$ cat src/design/eass_pkg.sv
// ---------------------------------------------------------------------------
// eass_pkg
// Types, character codes and limits shared by the address scanner modules.
// ---------------------------------------------------------------------------
package eass_pkg;

  localparam int MAX_COMMENT_DEPTH = 15;
  localparam int MAX_BUFFER_BYTES  = 65535;

  // Comment depth lives in four bits, the byte count in sixteen.
  localparam int DEPTH_CAP = (MAX_COMMENT_DEPTH < 15) ? MAX_COMMENT_DEPTH : 15;
  localparam int COUNT_CAP = (MAX_BUFFER_BYTES < 65535) ? MAX_BUFFER_BYTES : 65535;

  localparam logic [8:0] KEPT_LIMIT_RESET = 9'd256;
  localparam logic [8:0] KEPT_SAT         = 9'd511;

  localparam logic [7:0] CH_AT     = 8'h40;
  localparam logic [7:0] CH_LPAREN = 8'h28;
  localparam logic [7:0] CH_RPAREN = 8'h29;
  localparam logic [7:0] CH_BSLASH = 8'h5C;
  localparam logic [7:0] CH_DQUOTE = 8'h22;
  localparam logic [7:0] CH_QMARK  = 8'h3F;
  localparam logic [7:0] CH_EQUALS = 8'h3D;
  localparam logic [7:0] CH_DOT    = 8'h2E;
  localparam logic [7:0] CH_SPACE  = 8'h20;
  localparam logic [7:0] CH_TAB    = 8'h09;
  localparam logic [7:0] CH_CR     = 8'h0D;
  localparam logic [7:0] CH_LF     = 8'h0A;

  typedef enum logic [3:0] {
    ST_BEFORE   = 4'd0,
    ST_LSTART   = 4'd1,
    ST_LMID     = 4'd2,
    ST_LCOMMENT = 4'd3,
    ST_LQUOTED  = 4'd4,
    ST_EWSTART  = 4'd5,
    ST_EWMID    = 4'd6,
    ST_EWQM     = 4'd7,
    ST_EWEND    = 4'd8,
    ST_DSTART   = 4'd9,
    ST_DMID     = 4'd10,
    ST_DCOMMENT = 4'd11,
    ST_END      = 4'd12,
    ST_ERROR    = 4'd13
  } scan_state_t;

  typedef enum logic [1:0] {
    KIND_LOCAL   = 2'd0,
    KIND_DOMAIN  = 2'd1,
    KIND_SUMMARY = 2'd2
  } part_kind_t;

  // Everything one byte produces: up to two kept characters and a summary.
  typedef struct packed {
    logic [7:0]  char0;
    logic [7:0]  char1;
    part_kind_t  char_kind;
    logic [1:0]  n_chars;
    logic        summary;
    logic        addr_valid;
    logic        at_seen;
    logic        enc_word;
    logic [15:0] count;
  } packet_t;

endpackage

$ cat src/design/eass_scan.sv
// ---------------------------------------------------------------------------
// eass_scan
// Scanner state registers and the single-pass step logic for one byte.
// ---------------------------------------------------------------------------
module eass_scan (
  input  logic                 clk,
  input  logic                 rst,
  input  logic                 step,
  input  logic [7:0]           data_byte,
  input  logic                 end_of_buffer,
  input  logic [8:0]           max_kept_length,
  output eass_pkg::packet_t    pkt
);

  eass_pkg::scan_state_t scan_state, scan_state_next;
  logic [3:0]  comment_depth, comment_depth_next;
  logic        escape_pending, escape_pending_next;
  logic        previous_was_dot, previous_was_dot_next;
  logic        at_flag, at_flag_next;
  logic        encoded_word_flag, encoded_word_flag_next;
  logic [8:0]  kept_length, kept_length_next;
  logic [15:0] consumed_bytes, consumed_bytes_next;

  eass_pkg::scan_state_t eff_state, final_state;
  logic        is_space, stopped, over, used;
  logic [3:0]  depth_inc, depth_dec;
  logic [9:0]  kept_sum;
  logic [7:0]  char0, char1;
  logic [1:0]  n_chars;
  eass_pkg::part_kind_t char_kind;

  assign is_space  = data_byte inside {eass_pkg::CH_SPACE, eass_pkg::CH_TAB,
                                       eass_pkg::CH_CR, eass_pkg::CH_LF};
  assign stopped   = (scan_state == eass_pkg::ST_END) || (scan_state == eass_pkg::ST_ERROR);
  assign over      = kept_length >= max_kept_length;
  // Before the address a non-space byte falls straight through to the local start.
  assign eff_state = (scan_state == eass_pkg::ST_BEFORE && !is_space) ?
                     eass_pkg::ST_LSTART : scan_state;
  assign depth_inc = (comment_depth < 4'(eass_pkg::DEPTH_CAP)) ?
                     comment_depth + 4'd1 : comment_depth;
  assign depth_dec = (comment_depth != 4'd0) ? comment_depth - 4'd1 : comment_depth;

  always_comb begin : next_state_logic
    scan_state_next        = scan_state;
    comment_depth_next     = comment_depth;
    escape_pending_next    = escape_pending;
    previous_was_dot_next  = previous_was_dot;
    at_flag_next           = at_flag;
    encoded_word_flag_next = encoded_word_flag;
    used                   = 1'b0;
    if (!stopped) begin
      if (over) begin
        scan_state_next = eass_pkg::ST_ERROR;
      end else begin
        case (eff_state)
          eass_pkg::ST_BEFORE: begin
            used = 1'b1;
          end
          eass_pkg::ST_LSTART: begin
            used = 1'b1;
            if (data_byte == eass_pkg::CH_DQUOTE) begin
              scan_state_next = eass_pkg::ST_LQUOTED;
            end else if (data_byte == eass_pkg::CH_EQUALS) begin
              scan_state_next = eass_pkg::ST_EWSTART;
            end else if (data_byte == eass_pkg::CH_LPAREN) begin
              scan_state_next    = eass_pkg::ST_LCOMMENT;
              comment_depth_next = depth_inc;
            end else begin
              scan_state_next = eass_pkg::ST_LMID;
            end
          end
          eass_pkg::ST_LCOMMENT, eass_pkg::ST_DCOMMENT: begin
            used = 1'b1;
            if (escape_pending) begin
              escape_pending_next = 1'b0;
            end else if (data_byte == eass_pkg::CH_BSLASH) begin
              escape_pending_next = 1'b1;
            end else if (data_byte == eass_pkg::CH_LPAREN) begin
              comment_depth_next = depth_inc;
            end else if (data_byte == eass_pkg::CH_RPAREN) begin
              comment_depth_next = depth_dec;
              if (depth_dec == 4'd0) begin
                scan_state_next = (eff_state == eass_pkg::ST_LCOMMENT) ?
                                  eass_pkg::ST_LMID : eass_pkg::ST_DMID;
              end
            end
          end
          eass_pkg::ST_LQUOTED: begin
            if (escape_pending) begin
              escape_pending_next = 1'b0;
              if (data_byte == eass_pkg::CH_DQUOTE || data_byte == eass_pkg::CH_BSLASH) begin
                used = 1'b1;
              end else begin
                scan_state_next = eass_pkg::ST_ERROR;
              end
            end else begin
              used = 1'b1;
              if (data_byte == eass_pkg::CH_DQUOTE) begin
                scan_state_next = eass_pkg::ST_LMID;
              end else if (data_byte == eass_pkg::CH_BSLASH) begin
                escape_pending_next = 1'b1;
              end
            end
          end
          eass_pkg::ST_EWSTART: begin
            used = 1'b1;
            if (data_byte == eass_pkg::CH_QMARK) begin
              scan_state_next        = eass_pkg::ST_EWMID;
              encoded_word_flag_next = 1'b1;
            end else begin
              scan_state_next = eass_pkg::ST_LMID;
            end
          end
          eass_pkg::ST_LMID: begin
            if (data_byte == eass_pkg::CH_DOT) begin
              previous_was_dot_next = 1'b1;
              used                  = 1'b1;
            end else if (data_byte == eass_pkg::CH_DQUOTE && previous_was_dot) begin
              previous_was_dot_next = 1'b0;
              scan_state_next       = eass_pkg::ST_LQUOTED;
              used                  = 1'b1;
            end else if (data_byte == eass_pkg::CH_LPAREN) begin
              scan_state_next    = eass_pkg::ST_LCOMMENT;
              comment_depth_next = depth_inc;
              used               = 1'b1;
            end else if (data_byte == eass_pkg::CH_AT) begin
              at_flag_next    = 1'b1;
              scan_state_next = eass_pkg::ST_DSTART;
              used            = 1'b1;
            end else if (is_space) begin
              scan_state_next = eass_pkg::ST_END;
            end else begin
              previous_was_dot_next = 1'b0;
              used                  = 1'b1;
            end
          end
          eass_pkg::ST_EWMID: begin
            used = 1'b1;
            if (data_byte == eass_pkg::CH_QMARK) begin
              scan_state_next = eass_pkg::ST_EWQM;
            end
          end
          eass_pkg::ST_EWQM: begin
            used            = 1'b1;
            scan_state_next = (data_byte == eass_pkg::CH_EQUALS) ?
                              eass_pkg::ST_EWEND : eass_pkg::ST_EWMID;
          end
          eass_pkg::ST_EWEND: begin
            if (data_byte == eass_pkg::CH_AT) begin
              at_flag_next    = 1'b1;
              scan_state_next = eass_pkg::ST_DSTART;
              used            = 1'b1;
            end else begin
              scan_state_next = eass_pkg::ST_END;
            end
          end
          eass_pkg::ST_DSTART: begin
            used = 1'b1;
            if (data_byte == eass_pkg::CH_LPAREN) begin
              scan_state_next    = eass_pkg::ST_DCOMMENT;
              comment_depth_next = depth_inc;
            end else begin
              scan_state_next = eass_pkg::ST_DMID;
            end
          end
          eass_pkg::ST_DMID: begin
            if (is_space) begin
              scan_state_next = eass_pkg::ST_END;
            end else if (data_byte == eass_pkg::CH_LPAREN) begin
              scan_state_next    = eass_pkg::ST_DCOMMENT;
              comment_depth_next = depth_inc;
              used               = 1'b1;
            end else begin
              used = 1'b1;
            end
          end
          default: begin
            scan_state_next = eass_pkg::ST_ERROR;
          end
        endcase
      end
    end
  end

  always_comb begin : output_logic
    char0     = data_byte;
    char1     = data_byte;
    n_chars   = 2'd0;
    char_kind = eass_pkg::KIND_LOCAL;
    if (!stopped && !over) begin
      case (eff_state)
        eass_pkg::ST_LSTART: begin
          if (!(data_byte inside {eass_pkg::CH_DQUOTE, eass_pkg::CH_EQUALS,
                                  eass_pkg::CH_LPAREN})) begin
            n_chars = 2'd1;
          end
        end
        eass_pkg::ST_LQUOTED: begin
          if (escape_pending) begin
            if (data_byte inside {eass_pkg::CH_DQUOTE, eass_pkg::CH_BSLASH}) begin
              n_chars = 2'd1;
            end
          end else if (!(data_byte inside {eass_pkg::CH_DQUOTE, eass_pkg::CH_BSLASH})) begin
            n_chars = 2'd1;
          end
        end
        eass_pkg::ST_EWSTART: begin
          char0   = eass_pkg::CH_EQUALS;
          n_chars = 2'd2;
        end
        eass_pkg::ST_LMID: begin
          if (data_byte == eass_pkg::CH_DOT) begin
            n_chars = 2'd1;
          end else if (!((data_byte == eass_pkg::CH_DQUOTE && previous_was_dot) ||
                         data_byte == eass_pkg::CH_LPAREN ||
                         data_byte == eass_pkg::CH_AT || is_space)) begin
            n_chars = 2'd1;
          end
        end
        eass_pkg::ST_EWMID: begin
          if (data_byte != eass_pkg::CH_QMARK) begin
            n_chars = 2'd1;
          end
        end
        eass_pkg::ST_EWQM: begin
          char0   = eass_pkg::CH_QMARK;
          n_chars = 2'd2;
        end
        eass_pkg::ST_DSTART: begin
          char_kind = eass_pkg::KIND_DOMAIN;
          if (data_byte != eass_pkg::CH_LPAREN) begin
            n_chars = 2'd1;
          end
        end
        eass_pkg::ST_DMID: begin
          char_kind = eass_pkg::KIND_DOMAIN;
          if (!is_space && data_byte != eass_pkg::CH_LPAREN) begin
            n_chars = 2'd1;
          end
        end
        default: begin
          n_chars = 2'd0;
        end
      endcase
    end
  end

  assign kept_sum         = {1'b0, kept_length} + {8'd0, n_chars};
  assign kept_length_next = (kept_sum > {1'b0, eass_pkg::KEPT_SAT}) ?
                            eass_pkg::KEPT_SAT : kept_sum[8:0];
  assign consumed_bytes_next = (used && consumed_bytes < 16'(eass_pkg::COUNT_CAP)) ?
                               consumed_bytes + 16'd1 : consumed_bytes;

  // A buffer that ends inside a plain local part or the domain is complete.
  assign final_state = (used && (scan_state_next == eass_pkg::ST_LMID ||
                                 scan_state_next == eass_pkg::ST_DMID)) ?
                       eass_pkg::ST_END : scan_state_next;

  always_comb begin
    pkt.char0      = char0;
    pkt.char1      = char1;
    pkt.char_kind  = char_kind;
    pkt.n_chars    = n_chars;
    pkt.summary    = end_of_buffer;
    pkt.addr_valid = (final_state == eass_pkg::ST_END);
    pkt.at_seen    = at_flag_next;
    pkt.enc_word   = encoded_word_flag_next;
    pkt.count      = consumed_bytes_next;
  end

  always_ff @(posedge clk) begin
    if (rst || (step && end_of_buffer)) begin
      scan_state        <= eass_pkg::ST_BEFORE;
      comment_depth     <= 4'd0;
      escape_pending    <= 1'b0;
      previous_was_dot  <= 1'b0;
      at_flag           <= 1'b0;
      encoded_word_flag <= 1'b0;
      kept_length       <= 9'd0;
      consumed_bytes    <= 16'd0;
    end else if (step) begin
      scan_state        <= scan_state_next;
      comment_depth     <= comment_depth_next;
      escape_pending    <= escape_pending_next;
      previous_was_dot  <= previous_was_dot_next;
      at_flag           <= at_flag_next;
      encoded_word_flag <= encoded_word_flag_next;
      kept_length       <= kept_length_next;
      consumed_bytes    <= consumed_bytes_next;
    end
  end

endmodule

$ cat src/design/eass_out.sv
// ---------------------------------------------------------------------------
// eass_out
// Result register holding one byte's results and handing them out as beats.
// ---------------------------------------------------------------------------
module eass_out (
  input  logic              clk,
  input  logic              rst,
  input  logic              load,
  input  eass_pkg::packet_t pkt,
  output logic              can_load,
  output logic              m_axis_tvalid,
  input  logic              m_axis_tready,
  output logic [31:0]       m_axis_tdata,
  output logic [1:0]        m_axis_tuser,
  output logic              m_axis_tlast
);

  eass_pkg::packet_t pkt_q;
  logic       pkt_valid;
  logic [1:0] beat_idx;
  logic [1:0] total, total_in;
  logic       is_char, last_beat, taken;
  logic [7:0] cur_char;

  assign total     = pkt_q.n_chars + {1'b0, pkt_q.summary};
  assign total_in  = pkt.n_chars + {1'b0, pkt.summary};
  assign is_char   = beat_idx < pkt_q.n_chars;
  assign last_beat = beat_idx == (total - 2'd1);
  assign taken     = pkt_valid && m_axis_tready;
  assign can_load  = !pkt_valid || (taken && last_beat);
  assign cur_char  = beat_idx[0] ? pkt_q.char1 : pkt_q.char0;

  assign m_axis_tvalid = pkt_valid;
  assign m_axis_tlast  = !is_char;
  assign m_axis_tuser  = is_char ? pkt_q.char_kind : eass_pkg::KIND_SUMMARY;
  assign m_axis_tdata  = is_char ? {24'd0, cur_char} :
                         {5'd0, pkt_q.count, pkt_q.enc_word, pkt_q.at_seen,
                          pkt_q.addr_valid, 8'd0};

  always_ff @(posedge clk) begin
    if (rst) begin
      pkt_valid <= 1'b0;
      beat_idx  <= 2'd0;
    end else if (load && can_load) begin
      pkt_valid <= (total_in != 2'd0);
      beat_idx  <= 2'd0;
    end else if (taken) begin
      if (last_beat) begin
        pkt_valid <= 1'b0;
        beat_idx  <= 2'd0;
      end else begin
        beat_idx <= beat_idx + 2'd1;
      end
    end
  end

  always_ff @(posedge clk) begin
    if (load && can_load) begin
      pkt_q <= pkt;
    end
  end

endmodule

$ cat src/design/email_addr_spec_scanner_top.sv
// ---------------------------------------------------------------------------
// email_addr_spec_scanner_top
// Streaming addr-spec scanner: bytes in, kept characters and a summary out.
// ---------------------------------------------------------------------------
// The block reads an e-mail address one byte per input beat, with tlast on
// the final byte of the buffer. Each kept local-part character leaves as a
// beat with tuser 0 and each domain character with tuser 1; on the final
// byte a summary beat follows (tuser 2, tlast high) carrying the valid flag,
// the '@'-seen flag, the encoded-word flag and the number of bytes consumed,
// after which the per-buffer state returns to its reset values. A byte
// passes from the input register through the scanner step into the result
// register; the step waits while the result register still holds beats of
// an earlier byte, and goes ahead while that byte's last beat is taken.
// The result port carries one beat per cycle while m_axis_tready is high:
// a byte with zero or one result gives at most one beat, and a byte with two
// or three results (encoded-word pairs, or a character plus the summary)
// holds the result register for all of its beats. The limit on kept
// characters is to be written through cfg_wr_en and cfg_wr_data while the
// block is idle; the block itself does not enforce this. It resets to 256.
// There is no memory and no clearing pass.
// ---------------------------------------------------------------------------
module email_addr_spec_scanner_top (
  input  logic        clk,
  input  logic        rst,
  input  logic        cfg_wr_en,
  input  logic [8:0]  cfg_wr_data,    // max_kept_length
  input  logic        s_axis_tvalid,
  output logic        s_axis_tready,
  input  logic [7:0]  s_axis_tdata,   // [7:0] data_byte
  input  logic        s_axis_tlast,   // end_of_buffer
  output logic        m_axis_tvalid,
  input  logic        m_axis_tready,
  // [7:0] out_char, [8] address_valid, [9] at_seen, [10] local_encoded_word,
  // [26:11] consumed_count, [31:27] zero
  output logic [31:0] m_axis_tdata,
  output logic [1:0]  m_axis_tuser,   // [1:0] part_kind
  output logic        m_axis_tlast    // last_result
);

  logic [8:0] max_kept_length;
  logic       in_valid;
  logic [7:0] in_byte;
  logic       in_last;
  logic       can_load;
  logic       step;
  eass_pkg::packet_t pkt;

  // A byte is processed whenever the result register is free or emptying.
  assign step          = in_valid && can_load;
  assign s_axis_tready = !in_valid || step;

  always_ff @(posedge clk) begin
    if (rst) begin
      max_kept_length <= eass_pkg::KEPT_LIMIT_RESET;
    end else if (cfg_wr_en) begin
      max_kept_length <= cfg_wr_data;
    end
  end

  always_ff @(posedge clk) begin
    if (rst) begin
      in_valid <= 1'b0;
    end else if (s_axis_tvalid && s_axis_tready) begin
      in_valid <= 1'b1;
    end else if (step) begin
      in_valid <= 1'b0;
    end
  end

  always_ff @(posedge clk) begin
    if (s_axis_tvalid && s_axis_tready) begin
      in_byte <= s_axis_tdata;
      in_last <= s_axis_tlast;
    end
  end

  eass_scan u_scan (
    .clk             (clk),
    .rst             (rst),
    .step            (step),
    .data_byte       (in_byte),
    .end_of_buffer   (in_last),
    .max_kept_length (max_kept_length),
    .pkt             (pkt)
  );

  eass_out u_out (
    .clk           (clk),
    .rst           (rst),
    .load          (step),
    .pkt           (pkt),
    .can_load      (can_load),
    .m_axis_tvalid (m_axis_tvalid),
    .m_axis_tready (m_axis_tready),
    .m_axis_tdata  (m_axis_tdata),
    .m_axis_tuser  (m_axis_tuser),
    .m_axis_tlast  (m_axis_tlast)
  );

endmodule

$ cat config.mk
export PLATFORM = sky130hd
export DESIGN_NAME = email_addr_spec_scanner_top
export DESIGN_NICKNAME = d
export VERILOG_FILES = /design/src/design/eass_pkg.sv /design/src/design/eass_scan.sv /design/src/design/eass_out.sv /design/src/design/email_addr_spec_scanner_top.sv
export SDC_FILE = /design/constraint.sdc
export NUM_CORES = 1
export LEC_CHECK = 0
export BUFFER_PORTS_ARGS = -buffer_cell sky130_fd_sc_hd__buf_2
export CAP_MARGIN = 20
export CORE_AREA = 4 4 137 139
export DETAILED_ROUTE_END_ITERATION = 16
export DIE_AREA = 0 0 141 143
export PLACE_DENSITY = 0.6
export SYNTH_ARGS = -nofsm -noshare
export SYNTH_HDL_FRONTEND = slang
export SYNTH_SLANG_ARGS = --single-unit
$ cat constraint.sdc
create_clock -name clk -period 7.9 [get_ports clk]
set_clock_uncertainty 0.15 [all_clocks]
set_input_delay 0.395 -clock clk [delete_from_list [all_inputs] [get_ports clk]]
set_output_delay 0.395 -clock clk [all_outputs]
set_load 0.02 [all_outputs]
# == Word-level counts from Yosys, hierarchy flattened ==
# Index checks and enable logic that the tools add are counted.
# W data, S select, Z words.
# word_totals
reg_bits,99
output_inout_bits,37
word_cells,228
# op_classes
addsub,8
n_lt_le_gt_ge,5
n_eq_ne,42
muxes,99
bitwise_logic,2
reduce_logical,49
# op_table
cell,count
$mux W4,36
$eq A8 B6 Y1 const B,7
$mux W1,44
$pmux W4 S11,1
$eq A4 B4 Y1 const B,8
$mux W27,1
$eq A8 B4 Y1 const B,3
$pmux W4 S5,1
$add A16 B1 Y16 const B,1
$eq A4 B3 Y1 const B,4
$eq A8 B7 Y1 const B,2
$lt A16 B16 Y1 const B,1
$mux W16,1
$mux W8,2
$ne A8 B6 Y1 const B,2
$pmux W8 S2,1
$ne A2 B2 Y1 const B,7
$pmux W2 S7,1
$eq A4 B2 Y1 const B,3
$logic_and A1 B1 Y1,12
$logic_not A4 Y1,3
$reduce_and A12 Y1,1
$reduce_bool A2 Y1,6
$add A9 B2 Y10,1
other kinds (29),56

# == Depth between registers and ports, before layout ==
# Gate-level depths: netlist (run 1).
# depth
ltp_word,20
depth_mapped,17

# == By module ==
# Synthesis (run 1) repeated with hierarchy kept, for this count alone.
# unflattened
cells_unflattened,609
area_unflattened_um2,5730.5
# by_module_without_submodules
mod,n_inst,cells_per_inst,area_each_um2,seq_area_each_um2
eass_scan,1,444,3283.1,740.7
eass_out,1,121,1805.5,1261.2
email_addr_spec_scanner_top,1,44,641.9,470.5

# == Worst setup path before layout (run 1) ==
# No wires, ideal clock.
# synth_timing
kind,register to register
from,reg u_out.pkt_q[20] in the netlist's numbering
to,reg u_scan.scan_state[3]
arrival_time_ns,3.159
slack_ns,4.464
path_stages_with_launch,10
path_cell_list,edfxtp_1 -> inv_1 -> ha_1 -> xor3_1 -> o31a_1 -> nor2b_2 -> buf_2 -> buf_1 -> mux2i_1 -> nor2_1
# synth_via
elab_chain_cells,8
# synth_rtl
element,line_no,text
start: declaration,eass_out.sv:18,eass_pkg::packet_t pkt_q;
start signal: assignment,eass_out.sv:59,pkt_q <= pkt;
$add A2 B1 Y2 (*),eass_out.sv:25,"assign total = pkt_q.n_chars + {1'b0, pkt_q.summary};"
$sub A2 B1 Y2 (*),eass_out.sv:28,assign last_beat = beat_idx == (total - 2'd1);
$eq A2 B2 Y1 (*),eass_out.sv:28,
$logic_and A1 B1 Y1 (*),eass_out.sv:30,assign can_load = !pkt_valid || (taken && last_beat);
$logic_or A1 B1 Y1 (*),eass_out.sv:30,
$logic_and A1 B1 Y1 (*),email_addr_spec_scanner_top.sv:49,assign step = in_valid && can_load;
via step,email_addr_spec_scanner_top.sv:45,logic step;
$logic_and A1 B1 Y1,eass_scan.sv:272,if (rst || (step && end_of_buffer)) begin
$logic_or A1 B1 Y1,eass_scan.sv:272,
end signal: assignment,eass_scan.sv:273,scan_state <= eass_pkg::ST_BEFORE;
end signal: assignment,eass_scan.sv:282,scan_state <= scan_state_next;
end: declaration,eass_scan.sv:15,"eass_pkg::scan_state_t scan_state, scan_state_next;"
# Mark *: on every way through the listed nets, which the timed path passes. The rest lies on a longest branch.
# A chain may end at the register's enable or synchronous reset.

==> metrics.md, run 1 <==
| Metric | Value |
|---|---|
| EDFF count, synth | between 40 and 50 |
| Pwr dens | approximately 190 mW/mm^2 |
| Antenna-violating nets left | 0 |
| Post-Syn Area | between 0.005 and 0.006 mm^2 |
| Root Buffer | clkbuf_16 |
| Highest-delay cell along the critical path | dfxtp_1 |
| Vias in the first global route | around 4.1k |
| Final Max Slew Viols | 0 |
| Top FF cell, synth | dfxtp_1 |
| Ratio of cells with drive above 1 in the final layout | between 10 and 15% |
| Final Power | around 1.2 mW |
| Synth area leader | edfxtp_1 |
| Largest net degree at the start of global routing | 62 |
| Worst-path clk slew | about 0.07 ns |
| Total die area | 0.02016 mm^2 |
| CP Buf/Inv Count | 1 |
| Commonest cells after routing, fill and taps aside | 56 x nor2_1, 54 x buf_2, 51 x nand2_1 |
| CTS tree | built |
| Register area share after synthesis | between 40 and 50% |
| Routed met2 length | between 5000 and 6000 um |
| Area contributors post-synth | edfxtp_1 26%, dfxtp_1 18%, mux2i_1 4.2% |
| Fraction of registers with async set/reset | 0% |
| CP peak stage delay | ~0.78 ns |
| Met3 wire len | 592 um |
| GR Overflow Total | 0 |
| Total negative setup slack | 0 ns |
| Iter 0 DRT Violations | 471 |
| GPL Wtd Cong | 0.8857 |
| Clock tree buffer depth | 2 |
| DP Worst Slack | roughly 4.0 ns |
| Hold-fix buffers, CTS | 0 |
| GRT Util Overall | roughly an eighth |
| Max layer used | met4 |
| Chip width | 141 um |
| Drt drc | 0 |
| Setup bufs post-CTS | 0 |
| Critical path class | flip-flop to flip-flop |
| Area fraction of the dominant cell type after synthesis | approximately a quarter |
| Least-Margin Pin Slew | 0.7870 ns |
| Placed Area | approximately 0.006 mm^2 |
| Status | finished, final reports clean |
| RSZ-0062 raised after global routing | false |
| Final worst-path cycle share | between 40% and 50% |
| Max Cap Viol | 0 |
| Detail Placement HPWL | between 8000 and 9000 um |
| Setup-failing EPs final | 0 |
| DR vias/cell | a little over 5 |
| Final WS setup | between 4 and 5 ns |
| Startpoint Class | flip-flop |
| Most common cell after layout, fill and taps aside | nor2_1 |
| CP delay by family, top | simple AND/OR/NAND/NOR gates |
| Clock latency on the worst-skew pair | roughly 0.36 ns |
| # port buffers | 54 |
| CP cell instances | nor2b_1 > nand2_1 > o311a_1 > and2_1 > nand3_1 > inv_1 > ha_1 > a21o_1 > and4_1 > nand3_1 > a21oi_1 |
| Area of the multi-input gates | between 0.002 and 0.003 mm^2 |
| Post-route cell area | around 0.0063 mm^2 |
| Initial antenna violation count | 0 |
| Hold Crit Class | input port to flip-flop |
| Die Height | 143 um |
| Peak supply drop | 0.09319 mV |
| Core area | 0.01766 mm^2 |
| Syn Inst Count | just under 600 |
| Final WL | roughly 12,000 um |
| Worst rel slew slack | a little under half |
| First-pass GRT wire length | around 21,000 um |
| Fillers | about 1.8k |
| Area Overhead vs Synth | 14.01% |
| Starting Density | between 30% and 40% |
| Post-layout minimum cycle time | just under 4 ns |
| Number of synthesized register bits | 98 |
| IO Pins | 60 |
| Met1 WL | 5635 um |
| Leak | approximately 2.5 nW |
| CP Data Required Time | 7.99 ns |
| Highest clock rate | approximately 260 MHz |
| Clock Sinks | 98 |
| Final Hold Fails | 0 |
| Arr. time, crit path | 3.94 ns |
| H-tree depth | 3 |
| Storage cell area | 0.002442 mm^2 |
| 1st-pass router iterations | 5 |
| Via count | roughly 4.4k |
| Cell mode on critical path | nand3_1 |
| Yosys warning count | 0 |
| Total Nets Final | between 600 and 700 |
| Avg Synthesized Cell Area | slightly above 9 um^2 |
| Cts repair resizes | 0 |
| DR WL/cell | approximately 14 um |
| FP Rows | 49 |
| Worst Setup End Kind | flip-flop |
| Critical path peak fanout | 21 |
| CTS Buf Count | 9 |
| N_diodes | 0 |
| Distinct cells, synth | 65 |
[synthesized netlist by cell type (all sizes together), types with 3 or more instances]
master,instances
nor3b,5
nor4,5
nor2b,7
ha,18
nand4,4
a31oi,6
edfxtp,48
xor2,11
mux2i,23
nand2,51
o211ai,10
nor2,56
clkbuf,17
nor3,12
a21oi,39
a41oi,3
inv,23
buf,19
or4,6
xnor2,13
nand3,30
a211oi,4
and3,9
dfxtp,50
nor4b,3
or2,4
o21ai,23
a31o,4
or3,8
nand2b,13
and4,4
a21boi,3
a21o,3
o211a,3
and2,30
[per-layer routing]
metal  up-vias  track usage (%)
met5         -                0
met4         0            4.539
met3        12            3.115
met2       104            20.87
met1      2041            16.35
li1       2220                -
[cells by family after synthesis]
group           after synthesis  synth area share [%]
flops                        98                 44.19
simple gates                253                 24.54
mux                          23                 4.166
buf+inv                      59                 4.528
fa+ha+maj                    19                 4.437
other cells                   1               0.06785
compound gates              118                 13.83
xor+xnor                     25                 4.234
[through the flow]
step | hold WS [ns] | utilization [%] | instances
6_report | 0.05490 | 35.69 | 867
5_1_grt | 0.03986 | 35.69 | 867
4_1_cts | 0.04387 | 35.69 | 867
3_5_place_dp | 0.2982 | 33.81 | 851
3_3_place_gp | 0.2947 | 33.81 | 851
2_1_floorplan | 0.2706 | - | 600
[final cells by class]
type	instances	share of cell area [%]
multi-input combinational	443	45.29
sequential	98	38.76
timing repair buffer	58	4.766
tap	229	4.547
clock buffer	12	4.428
inverter	23	1.370
clock inverter	4	0.8340
[path summary, 6_finish.rpt]
kind                                                   startpoint                            endpoint  slack [ns]  cells after the start
worst max-delay path            u_scan.scan_state[1]$_SDFFE_PP0P_  u_scan.kept_length[2]$_SDFFE_PP0P_        4.04                     11
worst min-delay path                                 s_axis_tlast                   in_last$_DFFE_PP_        0.05                      1
worst max register to register  u_scan.scan_state[1]$_SDFFE_PP0P_  u_scan.kept_length[2]$_SDFFE_PP0P_        4.04                     11
worst min register to register        u_scan.at_flag$_SDFFE_PP0P_         u_scan.at_flag$_SDFFE_PP0P_        0.31                      2
[sequential cells by signal, indices dropped and copies added (netlist names), 2 cells and up]
| register | flops |
|---|---|
| u_out.beat_idx | 2 |
| u_out.pkt_q | 39 |
| max_kept_length | 9 |
| u_scan.kept_length | 9 |
| u_scan.comment_depth | 4 |
| u_scan.scan_state | 4 |
| u_scan.consumed_bytes | 16 |
| in_byte | 8 |
[power breakdown]
| group | internal (mW) | total [mW] | switching [mW] |
|---|---|---|---|
| clock | 0.285 | 0.482 | 0.197 |
| sequential | 0.559 | 0.578 | 0.0196 |
| combinational | 0.0539 | 0.147 | 0.0935 |
| total | 0.898 | 1.21 | 0.310 |
No activity file was read; power rests on OpenSTA's default activity.
==> run 2, diff against run 1 <==
Clock period 7.9 ns to 3.65 ns, I/O delays scaled along.
==> metrics.md, run 2 (synthesis results as in run 1) <==
| Metric | Value |
|---|---|
| 1st-pass router iterations | 4 (was 5) |
| Number of flip-flops in the largest register | 39 (unchanged) |
| Worst-path clk slew | 0.07 ns (about the same) |
| DR vias/cell | 4.944 (was 5.048) |
| Least-Margin Pin Slew | 0.7791 ns (was 0.7870 ns) |
| Seq pwr share | 47.4% (was 47.9%) |
| CTS tree | built (unchanged) |
| Via count | 4,529 (was 4,377) |
| Final Max Slew Viols | 0 (unchanged) |
| Initial antenna violation count | 0 (unchanged) |
| Total Nets Final | 724 (was 675) |
| Root Buffer | clkbuf_16 (unchanged) |
| Clock Power Share | 38.4% (was 39.9%) |
| Reg with most FFs | u_out.pkt_q (unchanged) |
| Highest clock rate | 289.9 MHz (was 259.3 MHz) |
| Vias in the first global route | 4,376 (was 4,146) |
| Core area | 0.01766 mm^2 (unchanged) |
| Pwr dens | 389.9 mW/mm^2 (was 191.7 mW/mm^2) |
| First-pass GRT wire length | 21,390 um (was 20,800 um) |
| IO Pins | 60 (unchanged) |
| Total negative setup slack | 0 ns (unchanged) |
| Iter 0 DRT Violations | 280 (was 471) |
| Max Cap Viol | 0 (unchanged) |
| Commonest cells after routing, fill and taps aside | 56 x nor2_1, 54 x buf_2, 51 x nand2_1 (unchanged) |
| DR WL/cell | 13.95 um (was 14.23 um) |
| Most common cell after layout, fill and taps aside | nor2_1 (unchanged) |
| Final WL | 12,780 um (was 12,340 um) |
| Int Power | 1.963 mW (was 0.8980 mW) |
| Final cell count without fillers | 916 (was 867) |
| GRT Util Overall | 13.01% (was 12.70%) |
| H-tree depth | 3 (unchanged) |
| Area Overhead vs Synth | 21.71% (was 14.01%) |
| Arr. time, crit path | 3.52 ns (was 3.94 ns) |
| Largest net degree at the start of global routing | 38 (was 62) |
| DP Worst Slack | 0.1278 ns (was 4.020 ns) |
| Die Height | 143 um (unchanged) |
| Combinational Power Share | 14.2% (was 12.2%) |
| Top Registers | u_out.pkt_q x39, u_scan.consumed_bytes x16 (unchanged) |
| FP Rows | 49 (unchanged) |
| Starting Density | 31.30% (unchanged) |
| Critical path class | flip-flop to flip-flop (unchanged) |
| Final worst-path cycle share | 94.52% (was 48.82%) |
| Peak supply drop | 0.2528 mV (was 0.09319 mV) |
| Switching portion of total power | 25.13% (was 25.66%) |
| Setup-failing EPs final | 0 (unchanged) |
| Drt drc | 0 (unchanged) |
| Total die area | 0.02016 mm^2 (unchanged) |
| Final Hold Fails | 0 (unchanged) |
| Critical path peak fanout | 7 (was 21) |
| Startpoint Class | flip-flop (unchanged) |
| Final Power | 2.622 mW (was 1.208 mW) |
| Net Sw Power | 0.6590 mW (was 0.3099 mW) |
| CTS Buf Count | 9 (unchanged) |
| Hold Crit Class | input port to flip-flop (unchanged) |
| Worst rel slew slack | 48.06% (was 47.53%) |
| Worst hold margin | 0.01900 ns (was 0.05490 ns) |
| GPL Wtd Cong | 0.9355 (was 0.8857) |
| Leak | 2.743 nW (was 2.517 nW) |
| Worst Setup End Kind | flip-flop (unchanged) |
| GR Overflow Total | 0 (unchanged) |
| Post-layout minimum cycle time | 3.450 ns (was 3.857 ns) |
| # port buffers | 54 (unchanged) |
| Ratio of cells with drive above 1 in the final layout | 17.90% (was 13.79%) |
| Clock latency on the worst-skew pair | 0.34 ns (was 0.36 ns) |
| Clock tree buffer depth | 2 (unchanged) |
| N_diodes | 0 (unchanged) |
| Detail Placement HPWL | 9437 um (was 8844 um) |
| Placed cells | 873 (was 851) |
| Final WS setup | 0.2001 ns (was 4.043 ns) |
| Clock Sinks | 98 (unchanged) |
| Antenna-violating nets left | 0 (unchanged) |
| Status | finished, final reports clean (unchanged) |
| CP Data Required Time | 3.72 ns (was 7.99 ns) |
| Chip width | 141 um (unchanged) |
==> run 2: cell count changes in the layout (fill, tap and decap cells not counted), sizes merged <==
cell,change
clkbuf,-1
inv,-1
buf,+29
clkinvlp,-1
dlygate4sd3,+19
clkinv,+3
bufinv,+1
==> run 2: cell type report <==
class	count	area (um^2)
clock buffer	10	229.0
clock inverter	6	90.09
fill	1781	10930
inverter	23	86.33
multi-input combinational	443	2879
sequential	98	2442
tap	229	286.5
timing repair buffer	107	713.2
==> run 2: final timing paths <==
path                            depth (start not counted)                        start                            endpoint  slack [ns]
worst max-delay path                                   14         in_byte[0]$_DFFE_PP_  u_scan.kept_length[6]$_SDFFE_PP0P_        0.20
worst min-delay path                                    2                          rst     max_kept_length[7]$_SDFFE_PP0P_        0.02
worst max register to register                         14         in_byte[0]$_DFFE_PP_  u_scan.kept_length[6]$_SDFFE_PP0P_        0.20
worst min register to register                          2  u_scan.at_flag$_SDFFE_PP0P_         u_scan.at_flag$_SDFFE_PP0P_        0.30
==> run 2: through the flow <==
step / area [um^2] / utilization (%)
2_1_floorplan: 5542 / -
3_3_place_gp: 6135 / 34.74
3_5_place_dp: 6135 / 34.74
4_1_cts: 6644 / 37.63
5_1_grt: 6726 / 38.10
6_report: 6726 / 38.10
==> run 2: power groups by stage <==
stage	Clock (mW)	Combinational, mW	Sequential (mW)
2_1_floorplan	0	0.251	1.26
4_1_cts	1.04	0.366	1.25
3_5_place_dp	0	0.350	1.27
3_3_place_gp	0	0.350	1.27
6_report	1.01	0.372	1.24
5_1_grt	1.08	0.415	1.25
==> run 2: what timing repair did <==
action	in CTS	in global routing
hold buffers	19	0
endpoints found under the hold margin	19	0
resized for setup	0	8
buffers inserted	0	8
endpoints found under the setup margin	0	7
==> run 2: routing by layer <==
metal | up-vias | track usage (%) | share of wire, %
met4 | 0 | 4.233 | 1.3
li1 | 2313 | - | -
met5 | - | 0 | 0
met2 | 85 | 22.98 | 50
met3 | 12 | 2.177 | 3.2
met1 | 2119 | 16.22 | 45
==> run 2: critical path: stages, from the launching register on <==
cell and delay [ns]:
edfxtp_1 0.51, and4bb_2 0.44, nand2_1 0.14, a31oi_1 0.23, nor4_2 0.09, a21oi_1 0.18
o21ai_1 0.07, and3_1 0.20, ha_1 0.24, fa_1 0.38, and2_1 0.17, and4_1 0.22
nand2_1 0.08, xor2_1 0.14, a21oi_1 0.08
